## src/design/integer_text_parser_defines.svh

```systemverilog
// Assertion macros used by the parser RTL.
`ifndef INTEGER_TEXT_PARSER_DEFINES_SVH
`define INTEGER_TEXT_PARSER_DEFINES_SVH

`ifndef SYNTHESIS

`define ITP_ASSERT_IMPLY(label, clk, rst, ante, cons) \
   label: assert property (@(posedge clk) disable iff (rst) (ante) |-> (cons)) \
      else $error("integer_text_parser: same-cycle check failed");

`define ITP_ASSERT_NEXT(label, clk, rst, ante, cons) \
   label: assert property (@(posedge clk) disable iff (rst) (ante) |=> (cons)) \
      else $error("integer_text_parser: next-cycle check failed");

`else

`define ITP_ASSERT_IMPLY(label, clk, rst, ante, cons)
`define ITP_ASSERT_NEXT(label, clk, rst, ante, cons)

`endif

`endif

```

## src/design/itp_pkg.sv

```systemverilog
package itp_pkg;

   localparam int POSITION_WIDTH_DEFAULT = 16;
   localparam int CHAR_WIDTH             = 8;
   localparam int VALUE_WIDTH            = 64;
   localparam int COUNT_WIDTH            = 16;
   localparam int CSR_INDEX_WIDTH        = 1;
   localparam int CSR_DATA_WIDTH         = 1;

   // Configuration register indexes.
   localparam logic [CSR_INDEX_WIDTH-1:0] CSR_WIDE_MODE   = 1'b0;
   localparam logic [CSR_INDEX_WIDTH-1:0] CSR_SIGNED_MODE = 1'b1;

   // Character codes.
   localparam logic [CHAR_WIDTH-1:0] CHR_NUL     = 8'h00;
   localparam logic [CHAR_WIDTH-1:0] CHR_TAB     = 8'h09;
   localparam logic [CHAR_WIDTH-1:0] CHR_CR      = 8'h0D;
   localparam logic [CHAR_WIDTH-1:0] CHR_SPACE   = 8'h20;
   localparam logic [CHAR_WIDTH-1:0] CHR_MINUS   = 8'h2D;
   localparam logic [CHAR_WIDTH-1:0] CHR_ZERO    = 8'h30;
   localparam logic [CHAR_WIDTH-1:0] CHR_NINE    = 8'h39;
   localparam logic [CHAR_WIDTH-1:0] CHR_UPPER_A = 8'h41;
   localparam logic [CHAR_WIDTH-1:0] CHR_UPPER_F = 8'h46;
   localparam logic [CHAR_WIDTH-1:0] CHR_LOWER_A = 8'h61;
   localparam logic [CHAR_WIDTH-1:0] CHR_LOWER_F = 8'h66;
   localparam logic [CHAR_WIDTH-1:0] CHR_LOWER_X = 8'h78;
   localparam logic [CHAR_WIDTH-1:0] HEX_LETTER_BIAS = 8'd10;

   typedef enum logic [5:0] {
      PH_IDLE     = 6'b000001,
      PH_ZERO     = 6'b000010,
      PH_HEXFIRST = 6'b000100,
      PH_HEX      = 6'b001000,
      PH_DEC      = 6'b010000,
      PH_DRAIN    = 6'b100000
   } phase_type;

   typedef struct packed {
      phase_type              phase;
      logic [VALUE_WIDTH-1:0] acc;
      logic                   neg;
   } parse_state_type;

   typedef struct packed {
      logic                   emit;
      logic [VALUE_WIDTH-1:0] value;
      logic                   ok;
   } parse_result_type;

endpackage

```

## src/design/itp_step.sv

```systemverilog
module itp_step #(
   parameter int POSITION_WIDTH = itp_pkg::POSITION_WIDTH_DEFAULT
) (
   input  logic [itp_pkg::CHAR_WIDTH-1:0]  char_byte,
   input  logic                            wide_mode,
   input  logic                            signed_mode,
   input  itp_pkg::parse_state_type        state_cur,
   input  logic [POSITION_WIDTH-1:0]       pos_cur,
   output itp_pkg::parse_state_type        state_nxt,
   output logic [POSITION_WIDTH-1:0]       pos_nxt,
   output itp_pkg::parse_result_type       result,
   output logic [itp_pkg::COUNT_WIDTH-1:0] count
);

   localparam int VW = itp_pkg::VALUE_WIDTH;
   localparam int CW = itp_pkg::COUNT_WIDTH;

   logic [itp_pkg::CHAR_WIDTH-1:0] dig_off;
   logic [itp_pkg::CHAR_WIDTH-1:0] hex_off;
   logic [3:0]                     dig_val;
   logic [3:0]                     hex_val;
   logic                           is_dig;
   logic                           is_lower_hex;
   logic                           is_upper_hex;
   logic                           is_hex;
   logic                           is_ws;
   logic [VW+3:0]                  dec_sum;
   logic                           dec_ovf;
   logic                           hex_ovf;
   logic                           range_ovf;
   logic                           pos_fail;
   logic                           neg_fail;
   logic [POSITION_WIDTH-1:0]      pos_bump;
   logic [CW-1:0]                  pos_sat;
   logic                           finish;
   logic                           fin_syntax;
   logic                           fin_ok;
   logic [VW-1:0]                  acc;

   assign acc = state_cur.acc;

   assign is_dig       = (char_byte >= itp_pkg::CHR_ZERO) && (char_byte <= itp_pkg::CHR_NINE);
   assign is_lower_hex = (char_byte >= itp_pkg::CHR_LOWER_A)
                         && (char_byte <= itp_pkg::CHR_LOWER_F);
   assign is_upper_hex = (char_byte >= itp_pkg::CHR_UPPER_A)
                         && (char_byte <= itp_pkg::CHR_UPPER_F);
   assign is_hex       = is_dig || is_lower_hex || is_upper_hex;
   assign is_ws        = (char_byte == itp_pkg::CHR_SPACE)
                         || ((char_byte >= itp_pkg::CHR_TAB) && (char_byte <= itp_pkg::CHR_CR));

   assign dig_off = char_byte - itp_pkg::CHR_ZERO;
   assign dig_val = dig_off[3:0];

   always_comb begin
      if (is_dig) begin
         hex_off = char_byte - itp_pkg::CHR_ZERO;
      end else if (is_lower_hex) begin
         hex_off = char_byte - itp_pkg::CHR_LOWER_A + itp_pkg::HEX_LETTER_BIAS;
      end else begin
         hex_off = char_byte - itp_pkg::CHR_UPPER_A + itp_pkg::HEX_LETTER_BIAS;
      end
   end
   assign hex_val = hex_off[3:0];

   // acc * 10 + digit as two shifts and two adds; any bit above the range is an overflow.
   assign dec_sum = ({4'd0, acc} << 3) + ({4'd0, acc} << 1) + {{VW{1'b0}}, dig_val};
   assign dec_ovf = wide_mode ? (|dec_sum[VW+3:VW]) : (|dec_sum[VW+3:32]);
   assign hex_ovf = wide_mode ? (|acc[VW-1:VW-4]) : (|acc[VW-1:28]);

   // Final range checks on the magnitude.
   assign range_ovf = !wide_mode && (|acc[VW-1:32]);
   assign pos_fail  = wide_mode ? acc[VW-1] : (|acc[VW-1:31]);
   assign neg_fail  = wide_mode ? (acc[VW-1] && (|acc[VW-2:0]))
                                : ((|acc[VW-1:32]) || (acc[31] && (|acc[30:0])));

   assign pos_bump = (&pos_cur) ? pos_cur : (pos_cur + 1'b1);

   generate
      if (POSITION_WIDTH > CW) begin : g_sat
         assign pos_sat = (|pos_cur[POSITION_WIDTH-1:CW]) ? {CW{1'b1}} : pos_cur[CW-1:0];
      end else begin : g_ext
         assign pos_sat = CW'(pos_cur);
      end
   endgenerate

   always_comb begin
      state_nxt  = state_cur;
      pos_nxt    = pos_cur;
      finish     = 1'b0;
      fin_syntax = 1'b0;

      unique case (state_cur.phase) inside
         itp_pkg::PH_IDLE: begin
            if ((char_byte != itp_pkg::CHR_NUL) && is_ws) begin
               pos_nxt = pos_bump;
            end else if (char_byte == itp_pkg::CHR_ZERO) begin
               pos_nxt         = pos_bump;
               state_nxt.phase = itp_pkg::PH_ZERO;
            end else if (is_dig) begin
               state_nxt.acc   = {{(VW-4){1'b0}}, dig_val};
               pos_nxt         = pos_bump;
               state_nxt.phase = itp_pkg::PH_DEC;
            end else if ((char_byte == itp_pkg::CHR_MINUS) && signed_mode) begin
               state_nxt.neg   = 1'b1;
               pos_nxt         = pos_bump;
               state_nxt.phase = itp_pkg::PH_DEC;
            end else begin
               finish = 1'b1;
            end
         end
         itp_pkg::PH_ZERO: begin
            if (char_byte == itp_pkg::CHR_LOWER_X) begin
               pos_nxt         = pos_bump;
               state_nxt.phase = itp_pkg::PH_HEXFIRST;
            end else if (is_dig) begin
               state_nxt.acc   = {{(VW-4){1'b0}}, dig_val};
               pos_nxt         = pos_bump;
               state_nxt.phase = itp_pkg::PH_DEC;
            end else begin
               finish     = 1'b1;
               fin_syntax = 1'b1;
            end
         end
         itp_pkg::PH_HEXFIRST, itp_pkg::PH_HEX: begin
            if (!is_hex) begin
               // "0x" with no digit after it is a syntax error.
               finish     = 1'b1;
               fin_syntax = (state_cur.phase == itp_pkg::PH_HEX);
            end else if (hex_ovf) begin
               finish = 1'b1;
            end else begin
               state_nxt.acc   = {acc[VW-5:0], hex_val};
               pos_nxt         = pos_bump;
               state_nxt.phase = itp_pkg::PH_HEX;
            end
         end
         itp_pkg::PH_DEC: begin
            if (!is_dig) begin
               finish     = 1'b1;
               fin_syntax = 1'b1;
            end else if (dec_ovf) begin
               finish = 1'b1;
            end else begin
               state_nxt.acc = dec_sum[VW-1:0];
               pos_nxt       = pos_bump;
            end
         end
         default: begin
            if (char_byte == itp_pkg::CHR_NUL) begin
               state_nxt.phase = itp_pkg::PH_IDLE;
               state_nxt.acc   = '0;
               state_nxt.neg   = 1'b0;
               pos_nxt         = '0;
            end else begin
               state_nxt.phase = itp_pkg::PH_DRAIN;
            end
         end
      endcase

      fin_ok = fin_syntax && !range_ovf;
      if (signed_mode) begin
         fin_ok = fin_ok && !(state_cur.neg ? neg_fail : pos_fail);
      end

      result.emit  = finish;
      result.ok    = fin_ok;
      result.value = '0;
      if (fin_ok) begin
         result.value = (signed_mode && state_cur.neg) ? ({VW{1'b0}} - acc) : acc;
      end
      count = fin_ok ? pos_sat : '0;

      if (finish) begin
         state_nxt.acc   = '0;
         state_nxt.neg   = 1'b0;
         pos_nxt         = '0;
         state_nxt.phase = (char_byte == itp_pkg::CHR_NUL) ? itp_pkg::PH_IDLE
                                                           : itp_pkg::PH_DRAIN;
      end
   end

endmodule

```

## src/design/integer_text_parser.sv

```systemverilog
// Streaming integer parser: one text character per item on the req_ channel.
// Leading whitespace is skipped, "0x" starts a hex number, anything else a
// decimal one (with an optional '-' in signed mode). The character that ends
// the number yields one item on the rsp_ channel with the value, an ok flag
// and the count of characters before it; after that, characters are dropped
// up to and including the next NUL.
// The csr_ channel writes wide_mode (index 0) and signed_mode (index 1); it is
// always ready and should only be used while no text is in flight.
// Throughput: one character per cycle unless a result is stalled. A taken
// character sits in the input register and is folded into the parse state
// while it is held there; its result is registered in the output register.
// The state update (shift-add on the 64-bit accumulator) sets the rate.
// When the receiver stalls, a pending result holds in the output register; the
// character that would produce the next result waits in the input register
// and req_stall rises, so no item is lost. Characters that make no result
// still wait in order behind a stalled result.
// Synchronous reset returns the parser to idle with an empty accumulator,
// empties both registers and sets wide_mode and signed_mode to 1.
`include "integer_text_parser_defines.svh"

module integer_text_parser #(
   parameter int POSITION_WIDTH = itp_pkg::POSITION_WIDTH_DEFAULT
) (
   input  logic                                clock,
   input  logic                                reset,
   input  logic                                req_valid,
   output logic                                req_stall,
   input  logic [itp_pkg::CHAR_WIDTH-1:0]      req_char_byte,
   output logic                                rsp_valid,
   input  logic                                rsp_stall,
   output logic [itp_pkg::VALUE_WIDTH-1:0]     rsp_value_bits,
   output logic                                rsp_parse_ok,
   output logic [itp_pkg::COUNT_WIDTH-1:0]     rsp_chars_consumed,
   input  logic                                csr_valid,
   output logic                                csr_ready,
   input  logic [itp_pkg::CSR_INDEX_WIDTH-1:0] csr_index,
   input  logic [itp_pkg::CSR_DATA_WIDTH-1:0]  csr_wdata
);

   logic                             wide_ff, wide_in;
   logic                             signed_ff, signed_in;
   logic                             in_valid_ff, in_valid_in;
   logic [itp_pkg::CHAR_WIDTH-1:0]   char_ff;
   itp_pkg::parse_state_type         state_ff, state_in;
   logic [POSITION_WIDTH-1:0]        pos_ff, pos_in;
   logic                             out_valid_ff, out_valid_in;
   logic [itp_pkg::VALUE_WIDTH-1:0]  value_ff;
   logic                             ok_ff;
   logic [itp_pkg::COUNT_WIDTH-1:0]  count_ff;
   itp_pkg::parse_result_type        step_result;
   logic [itp_pkg::COUNT_WIDTH-1:0]  step_count;
   logic                             fire;
   logic                             req_take;

   assign csr_ready = 1'b1;

   always_comb begin
      wide_in   = wide_ff;
      signed_in = signed_ff;
      if (csr_valid) begin
         unique case (csr_index)
            itp_pkg::CSR_WIDE_MODE:   wide_in   = csr_wdata[0];
            itp_pkg::CSR_SIGNED_MODE: signed_in = csr_wdata[0];
            default: begin
               wide_in   = wide_ff;
               signed_in = signed_ff;
            end
         endcase
      end
   end

   // The held character is processed once the output register can take a result.
   assign fire      = in_valid_ff && (!out_valid_ff || !rsp_stall);
   assign req_stall = in_valid_ff && !fire;
   assign req_take  = req_valid && !req_stall;

   always_comb begin
      in_valid_in = in_valid_ff;
      if (req_take) begin
         in_valid_in = 1'b1;
      end else if (fire) begin
         in_valid_in = 1'b0;
      end
   end

   itp_step #(
      .POSITION_WIDTH(POSITION_WIDTH)
   ) u_step (
      .char_byte   (char_ff),
      .wide_mode   (wide_ff),
      .signed_mode (signed_ff),
      .state_cur   (state_ff),
      .pos_cur     (pos_ff),
      .state_nxt   (state_in),
      .pos_nxt     (pos_in),
      .result      (step_result),
      .count       (step_count)
   );

   always_comb begin
      out_valid_in = out_valid_ff;
      if (fire && step_result.emit) begin
         out_valid_in = 1'b1;
      end else if (!rsp_stall) begin
         out_valid_in = 1'b0;
      end
   end

   always_ff @(posedge clock) begin
      if (reset) begin
         wide_ff        <= 1'b1;
         signed_ff      <= 1'b1;
         in_valid_ff    <= 1'b0;
         out_valid_ff   <= 1'b0;
         state_ff.phase <= itp_pkg::PH_IDLE;
         state_ff.acc   <= '0;
         state_ff.neg   <= 1'b0;
         pos_ff         <= '0;
      end else begin
         wide_ff      <= wide_in;
         signed_ff    <= signed_in;
         in_valid_ff  <= in_valid_in;
         out_valid_ff <= out_valid_in;
         if (fire) begin
            state_ff <= state_in;
            pos_ff   <= pos_in;
         end
      end
   end

   always_ff @(posedge clock) begin
      if (req_take) begin
         char_ff <= req_char_byte;
      end
      if (fire && step_result.emit) begin
         value_ff <= step_result.value;
         ok_ff    <= step_result.ok;
         count_ff <= step_count;
      end
   end

   assign rsp_valid          = out_valid_ff;
   assign rsp_value_bits     = value_ff;
   assign rsp_parse_ok       = ok_ff;
   assign rsp_chars_consumed = count_ff;

   `ITP_ASSERT_IMPLY(a_fail_is_zero, clock, reset, out_valid_ff && !ok_ff,
                     (value_ff == '0) && (count_ff == '0))
   `ITP_ASSERT_NEXT(a_drain_after_result, clock, reset,
                    fire && step_result.emit && (char_ff != itp_pkg::CHR_NUL),
                    state_ff.phase == itp_pkg::PH_DRAIN)
   `ITP_ASSERT_NEXT(a_held_char_stays, clock, reset, in_valid_ff && !fire,
                    in_valid_ff && $stable(char_ff))
   `ITP_ASSERT_IMPLY(a_idle_is_positive, clock, reset, state_ff.phase == itp_pkg::PH_IDLE,
                     !state_ff.neg && (state_ff.acc == '0))

endmodule

```

## config.mk

```make
export PLATFORM = sky130hd
export DESIGN_NAME = integer_text_parser
export DESIGN_NICKNAME = d
export VERILOG_FILES = /design/src/design/itp_pkg.sv /design/src/design/itp_step.sv /design/src/design/integer_text_parser.sv
export VERILOG_INCLUDE_DIRS = /design/src /design/src/design
export SDC_FILE = /design/constraint.sdc
export NUM_CORES = 1
export LEC_CHECK = 0
export BUFFER_PORTS_ARGS = -buffer_cell sky130_fd_sc_hd__buf_2
export CAP_MARGIN = 10
export CELL_PAD_IN_SITES_DETAIL_PLACEMENT = 0
export CELL_PAD_IN_SITES_GLOBAL_PLACEMENT = 1
export CORE_MARGIN = 5
export CORE_UTILIZATION = 45
export CTS_CLUSTER_SIZE = 28
export DETAILED_ROUTE_END_ITERATION = 6
export PLACE_DENSITY_LB_ADDON = 0.1
export SLEW_MARGIN = 20
export SYNTH_ARGS = -nofsm -noshare
export SYNTH_HDL_FRONTEND = slang
export SYNTH_SLANG_ARGS = --single-unit
```

## constraint.sdc

```tcl
create_clock -name clock -period 7.3 [get_ports clock]
set_clock_uncertainty 0.1 [all_clocks]
set_input_delay 1.46 -clock clock [delete_from_list [all_inputs] [get_ports clock]]
set_output_delay 1.46 -clock clock [all_outputs]
set_load 0.01 [all_outputs]
```

==> flow_summary.toml <==
[status]
status = "complete, no violations"

[floorplan]
die_h_um = 191
row_count = 66
coreArea_um2 = 32500
pin_count = 99
die_w_um = 191
start_util_pct = 45.5
die-area_um2 = 36600

[cts]
clk_path_buf_depth = 2
hold_buffers = 0
cts_inserted_buffers = 17
cts.clk_slew.worst_paths_ps = 70
cts_resized = 0
cts_setup_buffers = 0
cts-root-buf = "clkbuf_16"
cts_tree = "done"
h-tree-depth = 4
clock_latency_ps = 450
cts_sinks = 180

[power_and_ir_drop]
max-vdd-ir-drop_v = 0.000139
leakagePower_nw = 6.25
power.density_nw_per_um2 = 138

[yosys]
synth_top_area_share_pct = 18.1
syn_area_per_cell_um2 = 8.22
syn_area_um2 = 14800
synthArstFlopShare_pct = 0
ys_seq_elements = 180
syn_nets = 1948
yosys.area.top_type = "edfxtp_1"
synth_seq_area_share_pct = 30.4
ys_warn_count = 0
synthTopCellsByArea = "edfxtp_1, dfxtp_1, ha_1"
synth_flop_cell = "dfxtp_1"
synth-edff-count = 89
synth_cells = 1798
synth_cell_types = 84

[critical_path]
cp_cell_sequence = "inv_1, fa_1, inv_1, fa_1, nand3_1, a21oi_1, o21ai_0, nand2_1, a21oi_1, o31ai_1, xnor2_1, o211ai_1, nor4b_2, nand3_1, o221ai_2, clkinv_2, buf_12"
cp-end-kind = "flip-flop"
worstPathArrival_ps = 6710
path_delay_family = "compound AO/OA/AOI/OAI gates"
critPathLaunchType = "flip-flop"
crit_required_ps = 7360
crit_fanout = 55
crit_path_top_delay_cell = "clkinv_2"
worstSetupPathType = "flip-flop to flip-flop"
critical-path-max-stage-delay_ps = 590
critPathBufInv = 4
reg2reg_slack_ps = 640

[hold_path]
hold_class = "flip-flop to flip-flop"

[layout]
drive_gt1_share_pct = 12.1
layout_common_cells = "nor2_1, nand2_1, ha_1"
area_growth_pct = 8.96
final_common_cell = "nor2_1"
diodes = 0
final_net_count = 1973
design_area_um2 = 16100
final_core_utilization_pct = 49.6
fillers = 3176

[run]
max-cap-violations = 0

[grt]
grt_pass1_vias = 13224
grt_overflow = 0
grtUsageTotal_pct = 26.3
antenna_found_initial = 0
grt_max_degree = 86
grt_pass1_wl_mm = 76.4

[detailed_routing]
vias = 13989
final_antenna_net_count = 0
routed_wl_mm = 48.6
wl_per_cell_um = 21.4
drc = 0
drtIter0Drc = 1264
first_pass_iters = 5
vias_per_cell = 6.14

[placement]
postPlaceCellArea_um2 = 15500
place_ws_ps = 926
dp_hpwl_mm = 37.0
port_buffers = 97
gp_congestion = 0.931

[sta]
hold-worst-slack_ps = 394
slew_headroom_pct = 30.7
fmax_mhz = 150
maxSlewViolCount = 0
fin_setup_tns_ps = 0
finalHoldViolCount = 0
final.period_utilization_pct = 91.2
tightest_slew_ps = 1040
rsz0062_at_grt = "no"
finalWorstSetupSlack_ps = 644
setup_viol = 0
final.min_clock_period_ps = 6660
-- registers in the layout (all words and copies together) (netlist names) --
register            flops
state_ff               71
rsp_value_bits         64
pos_ff                 16
rsp_chars_consumed     16
char_ff                 8
in_valid_ff             1
rsp_parse_ok            1
rsp_valid               1
signed_ff               1
wide_ff                 1
-- kinds of logic after synthesis --
family / count (synthesis) / synth area share (%)
muxes: 5 / 0.347
xor gates and xnor gates: 113 / 6.70
and+or+nand+nor: 662 / 21.7
AOI/OAI and AO/OA: 546 / 24.8
other: 1 / 0.0254
buffers and inverters: 156 / 4.45
DFF: 180 / 30.4
adders and majority gates: 135 / 11.5
-- routing by layer --
| metal | wire length [µm] | share of wire, % | global-route usage (%) | up-vias |
|---|---|---|---|---|
| li1 | - | - | - | 6748 |
| met1 | 23800 | 49 | 39.6 | 6734 |
| met2 | 20900 | 43 | 40.2 | 462 |
| met3 | 3110 | 6.4 | 3.36 | 45 |
| met4 | 810 | 1.7 | 5.99 | 0 |
| met5 | 0 | 0 | 0 | - |
-- synth_stat cells, types with 5 or more instances --
cell type,instances
and3_1,9
nand2_1,174
nand2b_1,8
nor3b_1,49
nor3_1,34
o21a_1,19
nor2_1,219
a21oi_1,133
buf_2,29
a211o_1,5
or3_1,15
o31ai_1,11
a22oi_1,20
ha_1,133
nand3_1,40
o311ai_0,6
a31o_2,47
nor2b_1,6
and2_1,7
clkbuf_1,71
inv_1,45
xor2_1,48
o41ai_1,6
o21ai_0,123
xnor2_1,65
a221o_1,5
nor4_1,16
a21boi_0,7
a21o_1,24
a211oi_1,9
o2111ai_1,8
or4_1,6
o21ai_1,11
o32ai_1,15
a22o_1,19
o211ai_1,17
dfxtp_1,91
o21bai_1,5
a31oi_1,17
nand4_1,52
edfxtp_1,89
-- final cells by class --
type	count	area (µm²)	area share [%]
timing repair buffer	116	653	4.06
clock inverter	12	97.6	0.606
inverter	46	174	1.08
multi-input combinational	1462	9650	60.0
tap	442	553	3.44
clock buffer	20	472	2.93
sequential	180	4490	27.9
-- where the power goes --
group          switching [mW]  internal, mW
sequential             0.0150          1.09
combinational           0.157        0.0553
clock                   0.423         0.475
total                   0.595          1.62
-- worst paths after layout --
check | start | to | cells after the start
max reg2reg | char_ff[3] | rsp_value_bits[19] | 17
max | char_ff[3] | rsp_value_bits[19] | 17
min reg2reg | state_ff[70] | state_ff[70] | 2
min | state_ff[70] | state_ff[70] | 2
-- metrics by stage --
| stage | total power, mW | instances |
|---|---|---|
| final | 2.22 | 2278 |
| after global placement | 1.34 | 2246 |
| after detailed placement | 1.34 | 2246 |
| after CTS | 2.23 | 2278 |
| after floorplan | 1.26 | 1798 |
| after global routing | 2.29 | 2278 |
-- worst min-delay path, stage by stage, from the launching register on --
cell and delay [ps]:
dfxtp_1 340, nand2_1 60, a21oi_1 50
No activity file was read; power rests on OpenSTA's default activity.
